--- config.mk ---
export PLATFORM = sky130hd
export DESIGN_NAME = keyed_max_priority_queue_top
export DESIGN_NICKNAME = d
export VERILOG_FILES = /design/src/rtl/core/kmpq_pkg.sv /design/src/rtl/core/kmpq_cell.sv /design/src/rtl/core/keyed_max_priority_queue_top.sv
export SDC_FILE = /design/constraint.sdc
export NUM_CORES = 2
export LEC_CHECK = 0
export BUFFER_PORTS_ARGS = -buffer_cell sky130_fd_sc_hd__buf_2
export CORE_ASPECT_RATIO = 0.7
export CORE_MARGIN = 3
export CORE_UTILIZATION = 35
export DETAILED_ROUTE_END_ITERATION = 12
export GPL_TIMING_DRIVEN = 0
export PLACE_DENSITY = 0.56
export SLEW_MARGIN = 20
export SYNTH_ARGS = -nofsm -noshare
export SYNTH_HDL_FRONTEND = slang
export SYNTH_SLANG_ARGS = --single-unit
--- constraint.sdc ---
create_clock -name clk -period 15.14 [get_ports clk]
set_input_delay 1.514 -clock clk [delete_from_list [all_inputs] [get_ports clk]]
set_output_delay 1.514 -clock clk [all_outputs]
set_load 0.02 [all_outputs]
--- src/rtl/core/kmpq_pkg.sv ---
// Package for the keyed max-priority queue: widths, transfer payload types,
// cell broadcast and status structs, command codes and controller states.
// No dependencies; every other file in rtl/core imports it.
`timescale 1ns / 1ps
`default_nettype none

package kmpq_pkg;

  // Table size and derived widths
  localparam int DEPTH        = 16;
  localparam int CNT_W        = $clog2(DEPTH + 1);
  localparam int MAX_RESULTS  = 16;
  localparam int REMAIN_W     = $clog2(MAX_RESULTS + 1);

  // Field widths
  localparam int CMD_W        = 3;
  localparam int KEY_W        = 16;
  localparam int PAYLOAD_W    = 32;
  localparam int PRIO_W       = 3;
  localparam int LIMIT_W      = 5;
  localparam int PRIO_LEVELS  = 1 << PRIO_W;

  // Register port
  localparam int PADDR_W      = 3;
  localparam int PDATA_W      = 32;
  localparam int REG_IDX_W    = PADDR_W - 2;
  localparam logic [REG_IDX_W-1:0] REG_ATTACHED = '0;

  // Command codes
  localparam logic [CMD_W-1:0] CMD_ENQUEUE = 3'd0;
  localparam logic [CMD_W-1:0] CMD_RAISE   = 3'd1;
  localparam logic [CMD_W-1:0] CMD_DEMOTE  = 3'd2;
  localparam logic [CMD_W-1:0] CMD_TICK    = 3'd3;
  localparam logic [CMD_W-1:0] CMD_CLEAR   = 3'd4;

  // Result kinds
  localparam logic RESULT_POP  = 1'b0;
  localparam logic RESULT_DROP = 1'b1;

  typedef struct packed {
    logic [CMD_W-1:0]     cmd;
    logic [KEY_W-1:0]     item_key;
    logic [PAYLOAD_W-1:0] item_payload;
    logic [PRIO_W-1:0]    item_priority;
    logic [LIMIT_W-1:0]   pop_limit;
  } in_data_t;

  typedef struct packed {
    logic                 result_kind;
    logic [KEY_W-1:0]     out_key;
    logic [PAYLOAD_W-1:0] out_payload;
    logic                 last_of_run;
  } out_data_t;

  // One table entry as held in a cell
  typedef struct packed {
    logic [KEY_W-1:0]     key;
    logic [PAYLOAD_W-1:0] payload;
    logic [PRIO_W-1:0]    prio;
  } entry_t;

  typedef enum logic [2:0] {
    CELL_IDLE,
    CELL_UPSERT,
    CELL_RAISE,
    CELL_DEMOTE,
    CELL_POP
  } cell_op_t;

  // Broadcast from the controller to every cell
  typedef struct packed {
    cell_op_t             op;
    logic [KEY_W-1:0]     key;
    logic [PAYLOAD_W-1:0] payload;
    logic [PRIO_W-1:0]    prio;
    logic [PRIO_W-1:0]    max_prio;
  } bcast_t;

  // Status from each cell back to the controller
  typedef struct packed {
    logic                   match;
    logic                   sel;
    logic [PRIO_LEVELS-1:0] prio_hot;
  } cell_stat_t;

  typedef enum logic [1:0] {
    ST_IDLE,
    ST_EXEC,
    ST_SEARCH,
    ST_POP
  } state_t;

endpackage

`default_nettype wire

--- src/rtl/core/kmpq_cell.sv ---
// One table slot of the queue: holds key, payload and priority, matches keys,
// takes part in the oldest-first pop chain and shifts down from its right neighbor.
// Depends on kmpq_pkg.
`timescale 1ns / 1ps
`default_nettype none

module kmpq_cell (
  input  wire                  clk,
  input  kmpq_pkg::bcast_t     bc,
  input  wire                  occupied,
  input  wire                  append_en,
  input  wire                  found_in,
  input  kmpq_pkg::entry_t     right_entry,
  output kmpq_pkg::entry_t     entry,
  output logic                 found_out,
  output kmpq_pkg::cell_stat_t stat
);
  import kmpq_pkg::*;

  entry_t entry_r;
  entry_t entry_nxt;
  logic   match;
  logic   cand;

  // Compare against the broadcast key and the current maximum priority
  assign match     = occupied && (entry_r.key == bc.key);
  assign cand      = occupied && (entry_r.prio == bc.max_prio);
  assign found_out = found_in || cand;

  assign stat.match    = match;
  assign stat.sel      = cand && !found_in;
  assign stat.prio_hot = occupied ? (PRIO_LEVELS'(1) << entry_r.prio) : '0;
  assign entry         = entry_r;

  // Apply the broadcast operation to this slot
  always_comb begin
    entry_nxt = entry_r;
    unique case (bc.op)
      CELL_UPSERT: begin
        if (match) begin
          entry_nxt.payload = bc.payload;
          if (bc.prio > entry_r.prio) begin
            entry_nxt.prio = bc.prio;
          end
        end else if (append_en) begin
          entry_nxt.key     = bc.key;
          entry_nxt.payload = bc.payload;
          entry_nxt.prio    = bc.prio;
        end
      end
      CELL_RAISE: begin
        if (match && (bc.prio > entry_r.prio)) begin
          entry_nxt.prio = bc.prio;
        end
      end
      CELL_DEMOTE: begin
        if (occupied) begin
          entry_nxt.prio = bc.prio;
        end
      end
      CELL_POP: begin
        // Close the gap: the popped slot and all after it take the next entry
        if (found_out) begin
          entry_nxt = right_entry;
        end
      end
      default: begin
        entry_nxt = entry_r;
      end
    endcase
  end

  always_ff @(posedge clk) begin
    entry_r <= entry_nxt;
  end

endmodule

`default_nettype wire

--- src/rtl/core/keyed_max_priority_queue_top.sv ---
// Top level of the keyed max-priority queue: command controller, entry count,
// register port, result register and the row of kmpq_cell slots.
// Depends on kmpq_pkg and kmpq_cell.
`timescale 1ns / 1ps
`default_nettype none

// Keyed max-priority queue of DEPTH (16) entries held in arrival order in a row
// of cells. Enqueue upserts by key (payload replaced, priority only raised) or
// appends; a new key on a full table yields one drop result. Tick pops up to
// min(pop_limit, 16) entries, highest priority first and oldest first on ties,
// and only while consumer_attached (register 0 at byte address 0) is set.
// One command is handled at a time: the input is stalled from acceptance until
// the command is done. Enqueue, raise, demote, clear and unknown commands pass
// through accept and execute; a tick then alternates, for each popped entry,
// between finding the maximum priority across the cells and popping and
// shifting the row, and a pop or drop result waits while out_stall holds the result register.
// The last result of each command carries last_of_run.
module keyed_max_priority_queue_top (
  input  wire                               clk,
  input  wire                               rst_n,
  // Command channel
  input  wire                               in_valid,
  output logic                              in_stall,
  input  kmpq_pkg::in_data_t                in_data,
  // Result channel
  output logic                              out_valid,
  input  wire                               out_stall,
  output kmpq_pkg::out_data_t               out_data,
  // Register port
  input  wire                               psel,
  input  wire                               penable,
  input  wire                               pwrite,
  input  wire  [kmpq_pkg::PADDR_W-1:0]      paddr,
  input  wire  [kmpq_pkg::PDATA_W-1:0]      pwdata,
  output logic [kmpq_pkg::PDATA_W-1:0]      prdata,
  output logic                              pready
);
  import kmpq_pkg::*;

  state_t     state_r, state_nxt;
  in_data_t   cmd_r;
  logic [CNT_W-1:0]    count_r, count_nxt;
  logic [REMAIN_W-1:0] remain_r, remain_nxt;
  logic [PRIO_W-1:0]   max_prio_r, max_prio_nxt;
  logic                attached_r;
  logic                out_valid_r;
  out_data_t           out_data_r;

  bcast_t     bc;
  entry_t     entries   [DEPTH];
  cell_stat_t stats     [DEPTH];
  logic [DEPTH:0]       found;
  logic [DEPTH-1:0]     match_vec;
  logic [DEPTH-1:0]     sel_vec;
  logic                 any_match;
  logic                 full;
  logic                 drop;
  logic                 out_free;
  logic                 out_load;
  out_data_t            out_load_data;
  logic [PRIO_LEVELS-1:0] prio_or;
  entry_t               popped;
  logic                 pop_last;
  logic                 tick_go;
  logic [REMAIN_W-1:0]  limit_sat;

  // Register port: single control register, writes complete in the access phase
  assign pready = 1'b1;
  assign prdata = (paddr[PADDR_W-1:2] == REG_ATTACHED) ?
                  {{(PDATA_W-1){1'b0}}, attached_r} : '0;

  always_ff @(posedge clk) begin
    if (!rst_n) begin
      attached_r <= 1'b0;
    end else if (psel && penable && pwrite && pready &&
                 (paddr[PADDR_W-1:2] == REG_ATTACHED)) begin
      attached_r <= pwdata[0];
    end
  end

  // Cell row
  assign found[0] = 1'b0;

  for (genvar i = 0; i < DEPTH; i++) begin : g_cell
    kmpq_cell u_cell (
      .clk         (clk),
      .bc          (bc),
      .occupied    (CNT_W'(i) < count_r),
      .append_en   ((count_r == CNT_W'(i)) && !any_match),
      .found_in    (found[i]),
      .right_entry ((i == DEPTH - 1) ? entries[i] : entries[(i + 1) % DEPTH]),
      .entry       (entries[i]),
      .found_out   (found[i+1]),
      .stat        (stats[i])
    );
    assign match_vec[i] = stats[i].match;
    assign sel_vec[i]   = stats[i].sel;
  end

  // Reduce cell status: key hit, priority levels present, popped entry
  always_comb begin
    prio_or = '0;
    popped  = '0;
    for (int i = 0; i < DEPTH; i++) begin
      prio_or = prio_or | stats[i].prio_hot;
      if (sel_vec[i]) begin
        popped = popped | entries[i];
      end
    end
  end

  always_comb begin
    max_prio_nxt = '0;
    for (int l = 0; l < PRIO_LEVELS; l++) begin
      if (prio_or[l]) begin
        max_prio_nxt = PRIO_W'(l);
      end
    end
  end

  assign any_match = |match_vec;
  assign full      = (count_r == CNT_W'(DEPTH));
  assign drop      = (cmd_r.cmd == CMD_ENQUEUE) && !any_match && full;
  assign out_free  = !out_valid_r || !out_stall;
  assign tick_go   = attached_r && (cmd_r.pop_limit != '0) && (count_r != '0);
  assign limit_sat = (cmd_r.pop_limit > LIMIT_W'(MAX_RESULTS)) ?
                     REMAIN_W'(MAX_RESULTS) : REMAIN_W'(cmd_r.pop_limit);
  assign pop_last  = (remain_r == REMAIN_W'(1)) || (count_r == CNT_W'(1));

  // Next state
  always_comb begin
    state_nxt = state_r;
    unique case (state_r)
      ST_IDLE: begin
        if (in_valid) begin
          state_nxt = ST_EXEC;
        end
      end
      ST_EXEC: begin
        if (cmd_r.cmd == CMD_TICK) begin
          state_nxt = tick_go ? ST_SEARCH : ST_IDLE;
        end else if (!drop || out_free) begin
          state_nxt = ST_IDLE;
        end
      end
      ST_SEARCH: begin
        state_nxt = ST_POP;
      end
      ST_POP: begin
        if (out_free) begin
          state_nxt = pop_last ? ST_IDLE : ST_SEARCH;
        end
      end
      default: begin
        state_nxt = ST_IDLE;
      end
    endcase
  end

  // Outputs of the controller: cell broadcast, count, pop budget, result load
  always_comb begin
    bc.op         = CELL_IDLE;
    bc.key        = cmd_r.item_key;
    bc.payload    = cmd_r.item_payload;
    bc.prio       = cmd_r.item_priority;
    bc.max_prio   = max_prio_r;
    count_nxt     = count_r;
    remain_nxt    = remain_r;
    out_load      = 1'b0;
    out_load_data = '0;
    unique case (state_r)
      ST_EXEC: begin
        unique case (cmd_r.cmd)
          CMD_ENQUEUE: begin
            bc.op = CELL_UPSERT;
            if (drop) begin
              out_load                  = out_free;
              out_load_data.result_kind = RESULT_DROP;
              out_load_data.out_key     = cmd_r.item_key;
              out_load_data.out_payload = cmd_r.item_payload;
              out_load_data.last_of_run = 1'b1;
            end else if (!any_match) begin
              count_nxt = count_r + CNT_W'(1);
            end
          end
          CMD_RAISE: begin
            bc.op = CELL_RAISE;
          end
          CMD_DEMOTE: begin
            bc.op = CELL_DEMOTE;
          end
          CMD_TICK: begin
            remain_nxt = limit_sat;
          end
          CMD_CLEAR: begin
            count_nxt = '0;
          end
          default: begin
            bc.op = CELL_IDLE;
          end
        endcase
      end
      ST_POP: begin
        if (out_free) begin
          bc.op                     = CELL_POP;
          out_load                  = 1'b1;
          out_load_data.result_kind = RESULT_POP;
          out_load_data.out_key     = popped.key;
          out_load_data.out_payload = popped.payload;
          out_load_data.last_of_run = pop_last;
          count_nxt                 = count_r - CNT_W'(1);
          remain_nxt                = remain_r - REMAIN_W'(1);
        end
      end
      default: begin
        bc.op = CELL_IDLE;
      end
    endcase
  end

  // Control registers
  always_ff @(posedge clk) begin
    if (!rst_n) begin
      state_r  <= ST_IDLE;
      count_r  <= '0;
      remain_r <= '0;
    end else begin
      state_r  <= state_nxt;
      count_r  <= count_nxt;
      remain_r <= remain_nxt;
    end
  end

  // Hold the accepted command and the searched maximum
  always_ff @(posedge clk) begin
    if (state_r == ST_IDLE && in_valid) begin
      cmd_r <= in_data;
    end
    if (state_r == ST_SEARCH) begin
      max_prio_r <= max_prio_nxt;
    end
  end

  assign in_stall = (state_r != ST_IDLE);

  // Result register: load on a new result, drop on transfer
  always_ff @(posedge clk) begin
    if (!rst_n) begin
      out_valid_r <= 1'b0;
    end else if (out_load) begin
      out_valid_r <= 1'b1;
    end else if (!out_stall) begin
      out_valid_r <= 1'b0;
    end
  end

  always_ff @(posedge clk) begin
    if (out_load) begin
      out_data_r <= out_load_data;
    end
  end

  assign out_valid = out_valid_r;
  assign out_data  = out_data_r;

`ifndef SYNTHESIS
  a_count_bound: assert property (@(posedge clk) disable iff (!rst_n)
    count_r <= CNT_W'(DEPTH))
    else $error("entry count beyond table depth");

  a_key_unique: assert property (@(posedge clk) disable iff (!rst_n)
    $onehot0(match_vec))
    else $error("key present in more than one cell");

  a_pop_select: assert property (@(posedge clk) disable iff (!rst_n)
    (state_r == ST_POP) |-> $onehot(sel_vec))
    else $error("pop without exactly one selected cell");

  a_load_state: assert property (@(posedge clk) disable iff (!rst_n)
    out_load |-> (state_r == ST_EXEC || state_r == ST_POP))
    else $error("result loaded outside execute or pop");

  a_pop_count: assert property (@(posedge clk) disable iff (!rst_n)
    (state_r == ST_POP && out_free) |=> (count_r == $past(count_r) - CNT_W'(1)))
    else $error("pop did not shrink the table by one");
`endif

endmodule

`default_nettype wire

==> flow_summary.yaml <==
run_status:
  outcome: "finished clean"
worst_setup_path:
  cp.required_ns: 15.58
  crit_path_launch_type: "register"
  worstPathCellList: "buf_2, buf_2, inv_1, ha_1, o21ba_2, o2111ai_2, nand4_1, clkbuf_1, clkbuf_1, nor3_1, nor3_2, buf_6, buf_4, buf_4, buf_4"
  timing.reg2reg.setup_slack_ns: 8.69
  setup.worst_path.class: "register to register"
  reg2reg_from: "count_r[1]"
  worst_path_most_repeated_cell: "sky130_fd_sc_hd__buf_4"
  critical-path-max-stage-delay_ns: 0.79
  cp.arrival_ns: 6.90
  maximum_net_fanout_on_the_critical_path: 10
  critical_path.endpoint_type: "register"
  rr_worst_depth: 15
  cp_max_delay_cell: "sky130_fd_sc_hd__clkbuf_1"
  timing.rr.end: "g_cell[4].u_cell.entry[34]"
route:
  detailedRoute.firstIterationViolations: 6886
  dr_wl_met2_um: 84300
  drt-pass1-iter-count: 9
  post_drt_wl_per_cell_um: 34.3
  highest-signal-layer: "met5"
  detailroute.wirelength.met3_um: 32000
  wirelength_met1_um: 95300
  via_per_inst: 6.28
  antenna_left: 0
  route.detailed.drc: 0
  drt-total-wl_um: 219000
  route.vias.total: 40100
layout:
  register_area_sq_um: 28100
  final_layout_size_suffix_gt1_frac: 0.122
  post-route-util: 0.414
  multi_input_comb_area_sq_um: 19700
  syn_to_final_growth_pct: 16.6
  final.fill_count: 13200
  design.final.nets: 4605
yosys:
  synth.most_common_cell: "sky130_fd_sc_hd__edfxtp_1"
  syn_area_cell_sq_um: 12.0
  post_synth_fa_ha_maj_area_fraction: 0.0139
  synth-edff-count: 928
  synth_async_sr_flop_share: 0
  synth_simple_gate_area_frac: 0.0931
  postSynth.topFlopCell: "sky130_fd_sc_hd__edfxtp_1"
  synth_cell_types: 88
  synth_commonest_cells: "sky130_fd_sc_hd__edfxtp_1, sky130_fd_sc_hd__a21o_1, sky130_fd_sc_hd__clkbuf_1, sky130_fd_sc_hd__nand2_1, sky130_fd_sc_hd__xor2_1"
  synth_largest_area_cell: "sky130_fd_sc_hd__edfxtp_1"
  ys.warnings.count: 0
  netlist_top_cells_area: "sky130_fd_sc_hd__edfxtp_1, sky130_fd_sc_hd__a21o_1, sky130_fd_sc_hd__xor2_1"
  synth-xor-area-share: 0.0541
  muxShareOfSynthArea: 0.00124
  synth_top_area_frac: 0.564
  syn-instance-count: 4119
  yosys_register_bits: 942
  seq_area_frac_synth: 0.570
  synth_compound_area_frac: 0.225
  largest_family_of_logic_cells_by_synthesized_area: "compound AO/OA/AOI/OAI gates"
  mappedNetlistArea_sq_um: 49400
clocking:
  ctsHoldBuffers: 0
  post_cts.resized_instances: 0
  clk_pin_slew_worst_paths_ns: 0.07
  clock_insertion_delay_worst_skew_ns: 0.76
  ctsRootBufferMaster: "sky130_fd_sc_hd__clkbuf_16"
  number_of_setup_buffers_added_after_cts: 0
  cts-buffers-inserted: 99
  cts_tree: "yes"
  clock_sinks: 942
  ctsLongestPathBuffers: 3
  cts_max_level: 3
floorplanning:
  core_box_area_sq_um: 139000
  chipHeight_um: 320
  fp.dieArea_sq_um: 146000
  starting_density: 0.355
  chipWidth_um: 455
  rows: 114
  design.portCount: 186
global_route:
  grt_antenna_before_repair: 12
  grt_remaining_overflow: 0
  wire_length_of_the_first_global_routing_pass_um: 300000
  grt_util_all_layers: 0.293
  grt_max_degree: 28
  via_count_of_the_first_global_routing_pass: 37400
timing:
  setup_total_negative_slack_ns: 0
  setup_viol: 0
  timing.max_slew.rel_slack: 0.120
  hold-worst-slack_ns: 0.436
  timing_max_transition_violations_final: 0
  grt_setup_unrepaired: "no"
  worst-slew-pin-transition_ns: 1.32
  final.min_clock_period_ns: 6.45
  postLayoutSetupSlackWorst_ns: 8.69
  clock-skew-final_ns: 0.0439
  maximum_frequency_from_static_timing_analysis_mhz: 155
  report.final.hold_viol_count: 0
  final.period_utilization: 0.426
hold_path:
  hold_path_class: "register to register"
  timing.hold.worst_endpoint: "g_cell[15].u_cell.entry[24]"
  hp-start: "bc[27]"
  whs_path_depth: 0
power:
  power_per_cell_area_nw_per_um2: 102
  peakVddDrop_mv: 0.109
  total_leakage_power_nw: 23.0
  power_w: 0.00590
placement:
  port_buffers: 119
  final_weighted_congestion_in_routability_driven_placement: 1.01
  dpl_worst_slack_ns: 9.04
  hpwlAfterDp_um: 169000
job:
  max-cap-violations: 0
[registers in the layout, indices dropped and copies added, names as in the netlist, 2 cells and up]
register and cells:
out_data 50, cmd_r 8, count_r 5, state_r 2
remain_r 5, g_cell.u_cell.entry 816, max_prio_r 3, bc 51
[cells by family (layout without fill, tap and decap cells)]
| group | after synthesis | count (layout) |
|---|---|---|
| mux | 6 | 6 |
| flops | 942 | 942 |
| buf+inv | 495 | 880 |
| other cells | 2 | 39 |
| compound gates | 1479 | 1479 |
| simple gates | 835 | 835 |
| xor+xnor | 305 | 305 |
| fa+ha+maj | 55 | 55 |
[final cells by class]
class | instances | area share
sequential | 942 | 0.489
antenna | 7 | 0.000304
clock inverter | 66 | 0.0135
inverter | 60 | 0.00391
multi-input combinational | 2712 | 0.342
buffer | 435 | 0.0329
clock buffer | 120 | 0.0447
tap | 1856 | 0.0403
timing repair buffer | 199 | 0.0331
[placed cells by master, fill, tap and decap left out, types with 76 or more instances in the layout]
cell,instances
sky130_fd_sc_hd__a21o_1,806
sky130_fd_sc_hd__a21oi_1,112
sky130_fd_sc_hd__a22o_1,76
sky130_fd_sc_hd__a22oi_1,82
sky130_fd_sc_hd__buf_2,194
sky130_fd_sc_hd__clkbuf_1,301
sky130_fd_sc_hd__clkbuf_16,99
sky130_fd_sc_hd__edfxtp_1,928
sky130_fd_sc_hd__nand2_1,174
sky130_fd_sc_hd__nor3_1,113
sky130_fd_sc_hd__xnor2_1,137
sky130_fd_sc_hd__xor2_1,168
[worst max path at each step]
stage,start,end,slack (ns),cells past startpoint
2_1_floorplan,count_r[1],g_cell[13].u_cell.entry[10],9.69,12
3_3_place_gp,count_r[2],g_cell[13].u_cell.entry[34],4.38,11
3_5_place_dp,count_r[1],g_cell[4].u_cell.entry[34],9.04,15
4_1_cts,count_r[1],g_cell[4].u_cell.entry[34],9.00,15
5_1_grt,count_r[1],g_cell[4].u_cell.entry[34],8.70,15
6_report,count_r[1],g_cell[4].u_cell.entry[34],8.69,15
[routing by layer]
layer / vias up / global-route usage
li1: 16600 / -
met1: 20300 / 0.441
met2: 2894 / 0.382
met3: 366 / 0.109
met4: 6 / 0.0904
met5: - / 0
[per-stage QoR]
step / instance area (sq um) / std cells
floorplan: 49500 / 4149
global placement: 52400 / 6124
detailed placement: 54200 / 6203
CTS: 57500 / 6389
global route: 57600 / 6390
finish: 57600 / 6397
[worst max-delay path, delay by kind of cell (launching register included)]
kind | cells | cell delay, ns
buf+inv | 9 | 3.09
compound gates | 2 | 0.56
fa+ha+maj | 1 | 0.31
flops | 1 | 0.53
simple gates | 3 | 1.61
[power by group]
| group | internal (W) | total (W) | switching, W |
|---|---|---|---|
| Combinational | 0.000146 | 0.000382 | 0.000237 |
| Clock | 0.00145 | 0.00259 | 0.00114 |
| Sequential | 0.00290 | 0.00293 | 0.0000251 |
(Power assumes the default switching activity.)
